<file path="config.mk">
export PLATFORM = sky130hd
export DESIGN_NAME = positional_insert_buffer_with_mean
export DESIGN_NICKNAME = d
export VERILOG_FILES = /design/src/design/pibm_pkg.sv /design/src/design/pibm_div.sv /design/src/design/pibm_dp.sv /design/src/design/pibm_ctrl.sv /design/src/design/positional_insert_buffer_with_mean.sv
export SDC_FILE = /design/constraint.sdc
export NUM_CORES = 2
export LEC_CHECK = 0
export ABC_AREA = 0
export BUFFER_PORTS_ARGS = -buffer_cell sky130_fd_sc_hd__buf_2
export CAP_MARGIN = 20
export CORE_UTILIZATION = 43
export DETAILED_ROUTE_END_ITERATION = 10
export GPL_TIMING_DRIVEN = 0
export PLACE_DENSITY = 0.71
export SLEW_MARGIN = 20
export SYNTH_ARGS = -nofsm -noshare
export SYNTH_HDL_FRONTEND = slang
export SYNTH_SLANG_ARGS = --single-unit
</file>
<file path="constraint.sdc">
create_clock -name clk -period 4.15 [get_ports clk]
set_clock_uncertainty 0.2 [all_clocks]
set_input_delay 0.83 -clock clk [delete_from_list [all_inputs] [get_ports clk]]
set_output_delay 0.83 -clock clk [all_outputs]
set_load 0.01 [all_outputs]
</file>
<file path="src/design/pibm_pkg.sv">
`timescale 1ns / 1ps
// ----------------------------------------------------------------------------
// pibm_pkg
// Shared widths, codes, state type and control structs for the positional
// insert buffer with running mean.
// ----------------------------------------------------------------------------
package pibm_pkg;

    // array geometry
    localparam int CAPACITY   = 32;
    localparam int ADDR_W     = $clog2(CAPACITY);
    localparam int COUNT_W    = 6;
    localparam int VALUE_W    = 32;
    localparam int SUM_W      = 37;
    localparam int DIV_CNT_W  = $clog2(SUM_W + 1);

    // result status codes
    localparam logic [1:0] ST_OK    = 2'd0;
    localparam logic [1:0] ST_FULL  = 2'd1;
    localparam logic [1:0] ST_RANGE = 2'd2;

    // action codes
    localparam logic ACT_INSERT = 1'b0;
    localparam logic ACT_READ   = 1'b1;

    // controller states
    typedef enum logic [3:0] {
        S_IDLE,
        S_DECIDE,
        S_SHIFT,
        S_SHIFT_WR,
        S_WRITE,
        S_READ,
        S_READ_CAP,
        S_DIV_START,
        S_DIV_RUN,
        S_RESULT
    } state_t;

    // commands from controller to datapath
    typedef struct packed {
        logic load;
        logic set_status;
        logic idx_init;
        logic shift_rd;
        logic shift_wr;
        logic ins_write;
        logic rd_issue;
        logic rd_capture;
        logic div_start;
        logic emit;
    } dp_cmd_t;

    // status from datapath to controller
    typedef struct packed {
        logic is_read;
        logic ok;
        logic need_shift;
        logic div_done;
    } dp_stat_t;

endpackage

</file>
<file path="src/design/pibm_div.sv">
`timescale 1ns / 1ps
// ----------------------------------------------------------------------------
// pibm_div
// Restoring divider, one quotient bit per cycle, for the running sum over
// the entry count.
// ----------------------------------------------------------------------------
module pibm_div (
    input  logic                          clk,
    input  logic                          rst_n,
    input  logic                          start,
    input  logic [pibm_pkg::SUM_W-1:0]    dividend,
    input  logic [pibm_pkg::COUNT_W-1:0]  divisor,
    output logic                          done,
    output logic [pibm_pkg::SUM_W-1:0]    quotient
);

    logic                              run_reg;
    logic [pibm_pkg::DIV_CNT_W-1:0]    cnt_reg;
    logic [pibm_pkg::COUNT_W-1:0]      rem_reg;
    logic [pibm_pkg::SUM_W-1:0]        quo_reg;
    logic [pibm_pkg::COUNT_W-1:0]      div_reg;

    logic [pibm_pkg::COUNT_W:0]        trial;
    logic [pibm_pkg::COUNT_W:0]        diff;
    logic                              fits;

    // one restoring step
    always_comb
    begin
        trial = {rem_reg, quo_reg[pibm_pkg::SUM_W-1]};
        diff  = trial - {1'b0, div_reg};
        fits  = (trial >= {1'b0, div_reg});
    end

    // control: step counter
    always_ff @(posedge clk or negedge rst_n)
    begin
        if (!rst_n)
        begin
            run_reg <= 1'b0;
            cnt_reg <= '0;
        end
        else if (start)
        begin
            run_reg <= 1'b1;
            cnt_reg <= pibm_pkg::DIV_CNT_W'(pibm_pkg::SUM_W);
        end
        else if (run_reg)
        begin
            cnt_reg <= cnt_reg - 1'b1;
            if (cnt_reg == pibm_pkg::DIV_CNT_W'(1))
            begin
                run_reg <= 1'b0;
            end
        end
    end

    // datapath: remainder and quotient shift
    always_ff @(posedge clk)
    begin
        if (start)
        begin
            rem_reg <= '0;
            quo_reg <= dividend;
            div_reg <= divisor;
        end
        else if (run_reg)
        begin
            rem_reg <= fits ? diff[pibm_pkg::COUNT_W-1:0] : trial[pibm_pkg::COUNT_W-1:0];
            quo_reg <= {quo_reg[pibm_pkg::SUM_W-2:0], fits};
        end
    end

    assign done     = run_reg && (cnt_reg == pibm_pkg::DIV_CNT_W'(1));
    assign quotient = quo_reg;

endmodule

</file>
<file path="src/design/pibm_dp.sv">
`timescale 1ns / 1ps
// ----------------------------------------------------------------------------
// pibm_dp
// Datapath: entry memory, count, running sum, divider and result registers.
// ----------------------------------------------------------------------------
module pibm_dp (
    input  logic                          clk,
    input  logic                          rst_n,
    input  pibm_pkg::dp_cmd_t             cmd,
    output pibm_pkg::dp_stat_t            stat,
    input  logic                          action,
    input  logic [pibm_pkg::VALUE_W-1:0]  value_cents,
    input  logic [pibm_pkg::COUNT_W-1:0]  position,
    output logic                          done,
    output logic [1:0]                    status,
    output logic [pibm_pkg::VALUE_W-1:0]  read_value,
    output logic [pibm_pkg::COUNT_W-1:0]  entry_count,
    output logic [pibm_pkg::VALUE_W-1:0]  mean_cents
);

    // entry memory
    logic [pibm_pkg::VALUE_W-1:0]  mem [pibm_pkg::CAPACITY];
    logic [pibm_pkg::VALUE_W-1:0]  mem_q_reg;

    // latched item and working state
    logic                          action_reg;
    logic [pibm_pkg::VALUE_W-1:0]  value_reg;
    logic [pibm_pkg::COUNT_W-1:0]  pos_reg;
    logic [pibm_pkg::COUNT_W-1:0]  idx_reg;
    logic [pibm_pkg::COUNT_W-1:0]  count_reg;
    logic [pibm_pkg::SUM_W-1:0]    sum_reg;
    logic [1:0]                    code_reg;
    logic [pibm_pkg::VALUE_W-1:0]  rdval_reg;

    // result registers
    logic                          done_reg;
    logic [1:0]                    status_reg;
    logic [pibm_pkg::VALUE_W-1:0]  read_value_reg;
    logic [pibm_pkg::COUNT_W-1:0]  entry_count_reg;
    logic [pibm_pkg::VALUE_W-1:0]  mean_reg;

    logic [1:0]                    code_next;
    logic [pibm_pkg::COUNT_W-1:0]  idx_dec;
    logic [pibm_pkg::ADDR_W-1:0]   rd_addr;
    logic [pibm_pkg::ADDR_W-1:0]   wr_addr;
    logic [pibm_pkg::VALUE_W-1:0]  wr_data;
    logic                          div_done;
    logic [pibm_pkg::SUM_W-1:0]    quotient;

    // status decision for the latched item
    always_comb
    begin
        if (action_reg == pibm_pkg::ACT_INSERT)
        begin
            if (count_reg >= pibm_pkg::COUNT_W'(pibm_pkg::CAPACITY))
            begin
                code_next = pibm_pkg::ST_FULL;
            end
            else if (pos_reg > count_reg)
            begin
                code_next = pibm_pkg::ST_RANGE;
            end
            else
            begin
                code_next = pibm_pkg::ST_OK;
            end
        end
        else
        begin
            code_next = (pos_reg < count_reg) ? pibm_pkg::ST_OK : pibm_pkg::ST_RANGE;
        end
    end

    // memory addressing
    always_comb
    begin
        idx_dec = idx_reg - 1'b1;
        rd_addr = cmd.shift_rd ? idx_dec[pibm_pkg::ADDR_W-1:0] : pos_reg[pibm_pkg::ADDR_W-1:0];
        wr_addr = cmd.shift_wr ? idx_reg[pibm_pkg::ADDR_W-1:0] : pos_reg[pibm_pkg::ADDR_W-1:0];
        wr_data = cmd.shift_wr ? mem_q_reg : value_reg;
    end

    // memory write and registered read
    always_ff @(posedge clk)
    begin
        if (cmd.shift_wr || cmd.ins_write)
        begin
            mem[wr_addr] <= wr_data;
        end
        if (cmd.shift_rd || cmd.rd_issue)
        begin
            mem_q_reg <= mem[rd_addr];
        end
    end

    // item latch and working registers
    always_ff @(posedge clk)
    begin
        if (cmd.load)
        begin
            action_reg <= action;
            value_reg  <= value_cents;
            pos_reg    <= position;
            rdval_reg  <= '0;
        end
        if (cmd.set_status)
        begin
            code_reg <= code_next;
        end
        if (cmd.idx_init)
        begin
            idx_reg <= count_reg;
        end
        else if (cmd.shift_wr)
        begin
            idx_reg <= idx_dec;
        end
        if (cmd.rd_capture)
        begin
            rdval_reg <= mem_q_reg;
        end
    end

    // count and running sum
    always_ff @(posedge clk or negedge rst_n)
    begin
        if (!rst_n)
        begin
            count_reg <= '0;
            sum_reg   <= '0;
        end
        else if (cmd.ins_write)
        begin
            count_reg <= count_reg + 1'b1;
            sum_reg   <= sum_reg + pibm_pkg::SUM_W'(value_reg);
        end
    end

    pibm_div u_div (
        .clk      (clk),
        .rst_n    (rst_n),
        .start    (cmd.div_start),
        .dividend (sum_reg),
        .divisor  (count_reg),
        .done     (div_done),
        .quotient (quotient)
    );

    // result strobe
    always_ff @(posedge clk or negedge rst_n)
    begin
        if (!rst_n)
        begin
            done_reg <= 1'b0;
        end
        else
        begin
            done_reg <= cmd.emit;
        end
    end

    // result payload
    always_ff @(posedge clk)
    begin
        if (cmd.emit)
        begin
            status_reg      <= code_reg;
            read_value_reg  <= rdval_reg;
            entry_count_reg <= count_reg;
            mean_reg        <= (count_reg == '0) ? '0 : quotient[pibm_pkg::VALUE_W-1:0];
        end
    end

    // status to controller
    always_comb
    begin
        stat.is_read    = (action_reg == pibm_pkg::ACT_READ);
        stat.ok         = (code_next == pibm_pkg::ST_OK);
        stat.need_shift = (idx_reg > pos_reg);
        stat.div_done   = div_done;
    end

    assign done        = done_reg;
    assign status      = status_reg;
    assign read_value  = read_value_reg;
    assign entry_count = entry_count_reg;
    assign mean_cents  = mean_reg;

endmodule

</file>
<file path="src/design/pibm_ctrl.sv">
`timescale 1ns / 1ps
// ----------------------------------------------------------------------------
// pibm_ctrl
// Controller: sequences latch, decision, shift, write or read, divide and
// result for one item at a time.
// ----------------------------------------------------------------------------
module pibm_ctrl (
    input  logic                clk,
    input  logic                rst_n,
    input  logic                start,
    input  pibm_pkg::dp_stat_t  stat,
    output pibm_pkg::dp_cmd_t   cmd,
    output logic                busy
);

    pibm_pkg::state_t state_reg;
    pibm_pkg::state_t state_next;

    // state register
    always_ff @(posedge clk or negedge rst_n)
    begin
        if (!rst_n)
        begin
            state_reg <= pibm_pkg::S_IDLE;
        end
        else
        begin
            state_reg <= state_next;
        end
    end

    // next state
    always_comb
    begin
        state_next = state_reg;
        unique case (state_reg)
            pibm_pkg::S_IDLE:
            begin
                if (start)
                begin
                    state_next = pibm_pkg::S_DECIDE;
                end
            end
            pibm_pkg::S_DECIDE:
            begin
                if (!stat.ok)
                begin
                    state_next = pibm_pkg::S_DIV_START;
                end
                else if (stat.is_read)
                begin
                    state_next = pibm_pkg::S_READ;
                end
                else
                begin
                    state_next = pibm_pkg::S_SHIFT;
                end
            end
            pibm_pkg::S_SHIFT:
            begin
                state_next = stat.need_shift ? pibm_pkg::S_SHIFT_WR : pibm_pkg::S_WRITE;
            end
            pibm_pkg::S_SHIFT_WR:  state_next = pibm_pkg::S_SHIFT;
            pibm_pkg::S_WRITE:     state_next = pibm_pkg::S_DIV_START;
            pibm_pkg::S_READ:      state_next = pibm_pkg::S_READ_CAP;
            pibm_pkg::S_READ_CAP:  state_next = pibm_pkg::S_DIV_START;
            pibm_pkg::S_DIV_START: state_next = pibm_pkg::S_DIV_RUN;
            pibm_pkg::S_DIV_RUN:
            begin
                if (stat.div_done)
                begin
                    state_next = pibm_pkg::S_RESULT;
                end
            end
            pibm_pkg::S_RESULT:    state_next = pibm_pkg::S_IDLE;
            default:               state_next = pibm_pkg::S_IDLE;
        endcase
    end

    // command outputs
    always_comb
    begin
        cmd = '0;
        unique case (state_reg)
            pibm_pkg::S_IDLE:      cmd.load = start;
            pibm_pkg::S_DECIDE:
            begin
                cmd.set_status = 1'b1;
                cmd.idx_init   = 1'b1;
            end
            pibm_pkg::S_SHIFT:     cmd.shift_rd   = stat.need_shift;
            pibm_pkg::S_SHIFT_WR:  cmd.shift_wr   = 1'b1;
            pibm_pkg::S_WRITE:     cmd.ins_write  = 1'b1;
            pibm_pkg::S_READ:      cmd.rd_issue   = 1'b1;
            pibm_pkg::S_READ_CAP:  cmd.rd_capture = 1'b1;
            pibm_pkg::S_DIV_START: cmd.div_start  = 1'b1;
            pibm_pkg::S_DIV_RUN:   cmd = '0;
            pibm_pkg::S_RESULT:    cmd.emit       = 1'b1;
            default:               cmd = '0;
        endcase
    end

    assign busy = (state_reg != pibm_pkg::S_IDLE);

endmodule

</file>
<file path="src/design/positional_insert_buffer_with_mean.sv">
`timescale 1ns / 1ps
// ----------------------------------------------------------------------------
// positional_insert_buffer_with_mean
// Bounded array of cent values with insert-at-position, indexed read and a
// truncated running mean reported with every result.
// ----------------------------------------------------------------------------
// An item is taken when start is high while busy is low; its result appears
// on the result ports for one cycle with done high, and must be taken then,
// as the block cannot hold it. The block works on one item at a time: a
// successful read reads and captures the entry, a refused insert or read
// goes straight to the divide, and an accepted insert first moves k entries
// up to make room (up to 31), then writes the value. The mean comes
// from a one-bit-per-cycle restoring divide of the 37-bit sum by the count,
// run for every item, and each moved entry costs a read and a write of the
// entry memory, which has separate read and write addresses. A new item
// may be given in the cycle that done is high.
// ----------------------------------------------------------------------------
module positional_insert_buffer_with_mean (
    input  logic                          clk,
    input  logic                          rst_n,
    input  logic                          start,
    output logic                          busy,
    input  logic                          action,
    input  logic [pibm_pkg::VALUE_W-1:0]  value_cents,
    input  logic [pibm_pkg::COUNT_W-1:0]  position,
    output logic                          done,
    output logic [1:0]                    status,
    output logic [pibm_pkg::VALUE_W-1:0]  read_value,
    output logic [pibm_pkg::COUNT_W-1:0]  entry_count,
    output logic [pibm_pkg::VALUE_W-1:0]  mean_cents
);

    pibm_pkg::dp_cmd_t  cmd;
    pibm_pkg::dp_stat_t stat;

    // controller
    pibm_ctrl u_ctrl (
        .clk   (clk),
        .rst_n (rst_n),
        .start (start),
        .stat  (stat),
        .cmd   (cmd),
        .busy  (busy)
    );

    // datapath
    pibm_dp u_dp (
        .clk         (clk),
        .rst_n       (rst_n),
        .cmd         (cmd),
        .stat        (stat),
        .action      (action),
        .value_cents (value_cents),
        .position    (position),
        .done        (done),
        .status      (status),
        .read_value  (read_value),
        .entry_count (entry_count),
        .mean_cents  (mean_cents)
    );

    // result strobe only once the controller is back to idle
    assert property (@(posedge clk) disable iff (!rst_n) done |-> !busy)
        else $error("result strobe while busy");

    // a taken item makes the block busy
    assert property (@(posedge clk) disable iff (!rst_n) (start && !busy) |=> busy)
        else $error("item taken but block not busy");

    // a full refusal only when the array is at capacity
    assert property (@(posedge clk) disable iff (!rst_n)
        (done && status == pibm_pkg::ST_FULL)
            |-> entry_count == pibm_pkg::COUNT_W'(pibm_pkg::CAPACITY))
        else $error("full status with spare room");

    // failed items never return data
    assert property (@(posedge clk) disable iff (!rst_n)
        (done && status != pibm_pkg::ST_OK) |-> read_value == '0)
        else $error("read value on refused item");

endmodule
</file>
; Word-level counts from Yosys, hierarchy flattened
; Memory sizes are Yosys's and may differ from the RTL's. A register that Yosys moved wholly into a read port is not among the register bits.
; Cells that the tools add are included.
[totals]
input_bits = 42
memories = 1
romBits = 0
latchBits = 0
elab_cells = 90
output_inout_bits = 74
register_bits = 255
ram_bits = 1024
[op_classes]
bitwise = 0
n_reduce_logical = 12
addsub = 5
n_mux = 36
div = 0
magnitude_cmp = 5
n_eq_ne = 12
mul = 0
shifts = 0
[mem_list]
columns = memory, depth, width, rd, rd_ports_with_merged_regs, wr, line_no
row1 = u_dp.mem, 32, 32, 1, 1, 1, pibm_dp.sv:22  ; logic [pibm_pkg::VALUE_W-1:0] mem [pibm_pkg::CAPACITY];
[op_table]
columns = op, n
row1 = two-way mux 32 bit, 3
row2 = two-way mux 37 bit, 2
row3 = adder 37 x 32 -> 37 bit, 1
row4 = one-hot mux 4 bit (8 select lines), 1
row5 = two-way mux 6 bit, 5
row6 = "== test 4 x 3 -> 1 bit, second input constant", 4
row7 = two-way mux 1 bit, 13
row8 = > comparator 6 bit, 2
row9 = two-way mux 4 bit, 3
row10 = "subtractor 6 x 1 -> 6 bit, second input constant", 2
row11 = two-way mux 2 bit, 5
row12 = two-way mux 5 bit, 2
row13 = "== test 4 x 2 -> 1 bit, second input constant", 2
row14 = "== test 4 bit, second input constant", 2
row15 = greater-or-equal comparator 7 x 6 -> 1 bit, 1
row16 = "adder 6 x 1 -> 6 bit, second input constant", 1
row17 = "== test 6 x 1 -> 1 bit, second input constant", 1
row18 = "greater-or-equal comparator 6 bit, second input constant", 1
row19 = zero test 6 bit, 1
row20 = less-than comparator 6 bit, 1
row21 = two-way mux 3 bit, 2
row22 = nonzero test 2 bit, 3
row23 = subtractor 6 bit, 1
row24 = "== test 4 x 1 -> 1 bit, second input constant", 1
row25 = other kinds (9), 10

; Logic depth before layout (Yosys ltp)
[depth]
ltp_word = 7
ltp_mapped = 14

; By module
; Synthesis repeated with hierarchy kept, for this count alone.
[unflattened]
cells_unflattened = 3499
area_unflattened_um2 = 55358.1
[modules_own_cells]
columns = mod, cells_each, area_per_inst_um2, n_inst
row1 = pibm_dp, 3262, 52325.2, 1
row2 = pibm_div, 194, 2652.5, 1
row3 = pibm_ctrl, 43, 380.4, 1

; Worst setup path before layout
; Ideal clock, no wire load.
[synth_timing]
path_kind = reg-to-reg
from = reg u_ctrl.state_reg[1]
to = mem u_dp.mem[31][0] (netlist name) (enable)
path_slack_ns = 0.128
path_stages_with_launch = 9
path_buffers = 2
t_arrival_ns = 3.401
cell_sequence = dfrtp_1 > clkbuf_1 > nand2_1 > nor3_1 > clkbuf_1 > nand3_1 > o31ai_1 > nand2_1 > nor2_1
[synth_between]
elab_chain_cells = 5
elab_cells_between_ends = 8
cone_classes = eq/ne: 2 / mux: 5 / reduce/logical: 1
[synth_lines]
columns = item, line_no
row1 = from (decl), pibm_ctrl.sv:16  ; pibm_pkg::state_t state_reg;
row2 = from (signal assigned), pibm_ctrl.sv:24  ; state_reg <= pibm_pkg::S_IDLE;
row3 = from (signal assigned), pibm_ctrl.sv:28  ; state_reg <= state_next;
row4 = == test 4 x 2 -> 1 bit or == test 4 x 3 -> 1 bit (tied branches), pibm_ctrl.sv:84  ; unique case (state_reg)
row5 = two-way mux 1 bit, pibm_ctrl.sv:84
row6 = logical OR 1 bit, pibm_dp.sv:86  ; if (cmd.shift_wr || cmd.ins_write)
row7 = two-way mux 1 bit, pibm_dp.sv:86
row8 = two-way mux 1 bit (not written as such), pibm_dp.sv:88  ; mem[wr_addr] <= wr_data;
row9 = to (decl), pibm_dp.sv:22
; Several ways; a longest one is shown, not always the timed one.

; Final worst setup path
[layout_timing]
from = reg u_dp.pos_reg[3] (netlist name)
to = reg u_dp.mem_q_reg[0] (netlist name), read port of u_dp.mem (data pin)
[layout_between]
elab_chain_cells = 3
elab_cells_between_ends = 4
cone_classes = order compare: 1 / mux: 2 / reduce/logical: 1
[layout_lines]
columns = item, line_no
row1 = from (decl), pibm_dp.sv:28  ; logic [pibm_pkg::COUNT_W-1:0] pos_reg;
row2 = from (signal assigned), pibm_dp.sv:103  ; pos_reg <= position;
row3 = > comparator 6 bit, pibm_dp.sv:179  ; stat.need_shift = (idx_reg > pos_reg);
row4 = two-way mux 1 bit, pibm_ctrl.sv:84
row5 = two-way mux 5 bit or logical OR 1 bit (tied branches), "pibm_dp.sv:78, pibm_dp.sv:90"
row6 = to (decl), pibm_dp.sv:23  ; logic [pibm_pkg::VALUE_W-1:0] mem_q_reg;
; Several ways; a longest one is shown, not always the timed one.
; A chain may end at the register's enable or synchronous reset.

==> qor.yml <==
io_pins: 116
endpoint_kind: "flip-flop"
max_slew_margin: 0.228
fmaxAchievable_mhz: 238
num_antenna_cells: 0
p_int_mw: 27.1
cts_tree: "yes"
slowest_delay_ns: 0.48
port_buffers: 115
startpoint_type: "flip-flop"
tightest_slew_ns: 1.16
final_nets: 4448
seq_area_frac_synth: 0.734
dpl.hpwl_mm: 99.2
synth_cells: 4038
critPathBufInv: 5
grt_max_degree: 56
min_period_ns: 4.20
crit_path_max_fanout: 10
cts_buffer_depth: 3
postSynth.asyncResetShare: 0.0420
die_w_um: 354
rrSetupSlack_ns: -0.05
final_common_cell: "edfxtp_1"
place_congestion: 0.900
cp_top_family: "buffers and inverters"
multi_input_area_sq_mm: 0.0143
crit_arrival_ns: 4.44
cp.required_ns: 4.40
yosysWarnings: 0
power_frac_seq: 0.430
first_pass_iters: 5
dieArea_sq_mm: 0.125
yosysTopAreaCell: "edfxtp_1"
syn_to_final_growth_pct: 17.9
via_per_inst: 5.73
hold_ws_ns: 0.0822
htreeDepth: 3
dr.first_iter.drc_count: 4676
synth_ff_type: "edfxtp_1"
synth_area_sq_mm: 0.0532
switching_share: 0.342
antenna_left: 0
drive_gt1_frac: 0.173
slowest_stage: "edfxtp_1"
core-area_sq_mm: 0.122
largest_reg_flops: 1024
routed_wl_mm: 146
grt_first_pass_wirelength_mm: 212
slew_viol_final: 0
timing.final.crit_share: 1.01
ys_types: 69
final_hold_viol_count: 0
layout_common_cells: "1250 x edfxtp_1, 1225 x nand2_1, 265 x and3_1"
grt_pass1_vias: 33244
synth_nets: 4137
die_y_um: 354
setup_viol: 4
worstSetupPathType: "reg2reg"
cts_buffers: 119
power.density_mw_per_mm2: 656
num_vias: 34856
antenna_found_initial: 2
place_inst: 5816
cap_violations: 0
ys_seq_elements: 1311
netlist_top_cells_area: "edfxtp_1 71%, nand2_1 8.7%, and3_1 3.1%"
drcViolationCount: 0
rsz0062_at_grt: "yes"
start_util: 0.435
setup_tns_ns: -0.0488
yosys.area.top_type_share: 0.705
clock_latency_ns: 0.73
routedWlPerCell_um: 24.0
num-fill-cells: 9812
final-seq-area_sq_mm: 0.0390
avgSynthCellArea_sq_um: 13.2
peakVddDrop_mv: 0.469
p_sw_mw: 14.1
status: "finished with violations"
grt_usage: 0.227
violations: "negative setup slack"
overflow: 0
crit_top_cell: "buf_6"
synth_edf_count: 1250
placementRows: 128
cts-root-buf: "clkbuf_16"
clock_power_share: 0.261
worstHoldPathType: "in2reg"
p_comb_frac: 0.309
cts.sink_count: 1311
cp_cell_sequence: "inv_1, ha_1, nand4_1, or2_2, o311ai_4, buf_12, buf_6, nand2_1, o21ai_2, buf_6, clkbuf_4, and3_1, a31oi_1, o22ai_1, nor4_4"
leakagePower_nw: 22.6
instances_no_fill: 6079
setup_slack_ns: -0.0462
clk_pin_slew_worst_paths_ns: 0.06
## power groups by stage
stage	Combinational [mW]	Sequential, mW	Clock [mW]
after global routing	13.6	17.8	11.3
after global placement	10.7	18.0	0
after CTS	11.9	17.7	10.8
after floorplan	7.10	17.7	0
after detailed placement	11.2	18.0	0
final	12.7	17.7	10.8
## cell families (layout without fill, tap and decap cells)
| family | after synthesis | count (layout) | share of synthesized area |
|---|---|---|---|
| AO/OA/AOI/OAI | 560 | 560 | 0.0664 |
| XOR/XNOR | 45 | 45 | 0.00741 |
| adder cells (fa/ha/maj) | 57 | 57 | 0.0137 |
| buffers and inverters | 269 | 685 | 0.0218 |
| flip-flops | 1311 | 1311 | 0.734 |
| multiplexers | 41 | 41 | 0.00896 |
| AND/OR/NAND/NOR | 1755 | 1755 | 0.148 |
## synth_stat cells (3+ instances only)
cell	n
and4_1	3
o22ai_1	131
mux2_2	33
o31ai_1	8
buf_2	107
o21ai_0	50
a31oi_1	259
nor2b_1	39
edfxtp_1	1250
nand3b_1	3
nand2b_1	11
nor3_1	11
and3_1	266
a211oi_1	11
nand4_1	8
clkbuf_1	110
a21oi_1	43
dfxtp_1	6
nor2_1	85
buf_1	9
xnor2_1	30
mux2i_1	6
xor2_1	15
ha_1	55
a21o_1	13
nand3_1	20
o21a_1	10
o21ai_1	3
nand2_1	1228
dfrtp_1	55
o21bai_1	4
o31a_1	3
nor4_2	32
and2_1	36
or2_2	3
inv_1	38
## worst reg2reg max path: cells and delay by family, from the launching register on
| kind | cells | cell delay, ns |
|---|---|---|
| buffers and inverters | 5 | 1.14 |
| AOI/OAI and AO/OA | 4 | 0.85 |
| and+or+nand+nor | 5 | 0.95 |
| DFF | 1 | 0.48 |
| adders and majority gates | 1 | 0.31 |
## repair_timing
| action | CTS | global route |
|---|---|---|
| endpoints found under the setup margin | 32 | 200 |
| hold buffers | 1 | 0 |
| pin swaps | 17 | 32 |
| gates resized for setup | 180 | 260 |
| endpoints found under the hold margin | 55 | 0 |
| setup buffers | 9 | 28 |
## stage by stage
| step | utilization | instance area, sq um | total power [mW] | setup WS (ns) |
|---|---|---|---|---|
| after floorplan | - | 53200 | 24.8 | 0.128 |
| after global placement | 0.457 | 55800 | 28.7 | -2.40 |
| after detailed placement | 0.466 | 57000 | 29.2 | -1.04 |
| after CTS | 0.504 | 61500 | 40.4 | -0.0345 |
| after global routing | 0.514 | 62700 | 42.7 | -0.109 |
| final | 0.514 | 62700 | 41.2 | -0.0462 |
## path summary, 6_finish.rpt
check | startpoint | end | depth (start not counted)
setup / recovery | u_dp.pos_reg[3]$_DFFE_PP_ | u_dp.mem_q_reg[0]$_DFFE_PP_ | 15
hold / removal | value_cents[10] | u_dp.value_reg[10]$_DFFE_PP_ | 1
setup reg to reg | u_dp.pos_reg[3]$_DFFE_PP_ | u_dp.mem_q_reg[0]$_DFFE_PP_ | 15
hold reg to reg | u_dp.rdval_reg[10]$_SDFFCE_PN0P_ | u_dp.read_value[10]$_DFFE_PP_ | 0
max in group asynchronous | rst_n | u_dp.sum_reg[9]$_DFFE_PN0P_ | 2
min in group asynchronous | rst_n | u_dp.u_div.cnt_reg[4]$_DFFE_PN0P_ | 2
## routing by layer
layer,part of all wire,global-route usage,up-vias
met5,0,0,-
met4,0.027,0.0663,0
met3,0.11,0.0475,255
met2,0.48,0.366,1978
met1,0.38,0.310,17187
li1,-,-,15436
## cell type report
type	count	share of cell area
Sequential cell	1311	0.622
Multi-Input combinational cell	2458	0.228
Clock buffer	148	0.0502
Tap cell	1625	0.0324
Timing Repair Buffer	192	0.0310
Buffer	227	0.0242
Clock inverter	78	0.00969
Inverter	40	0.00239
(Power assumes the default switching activity.)
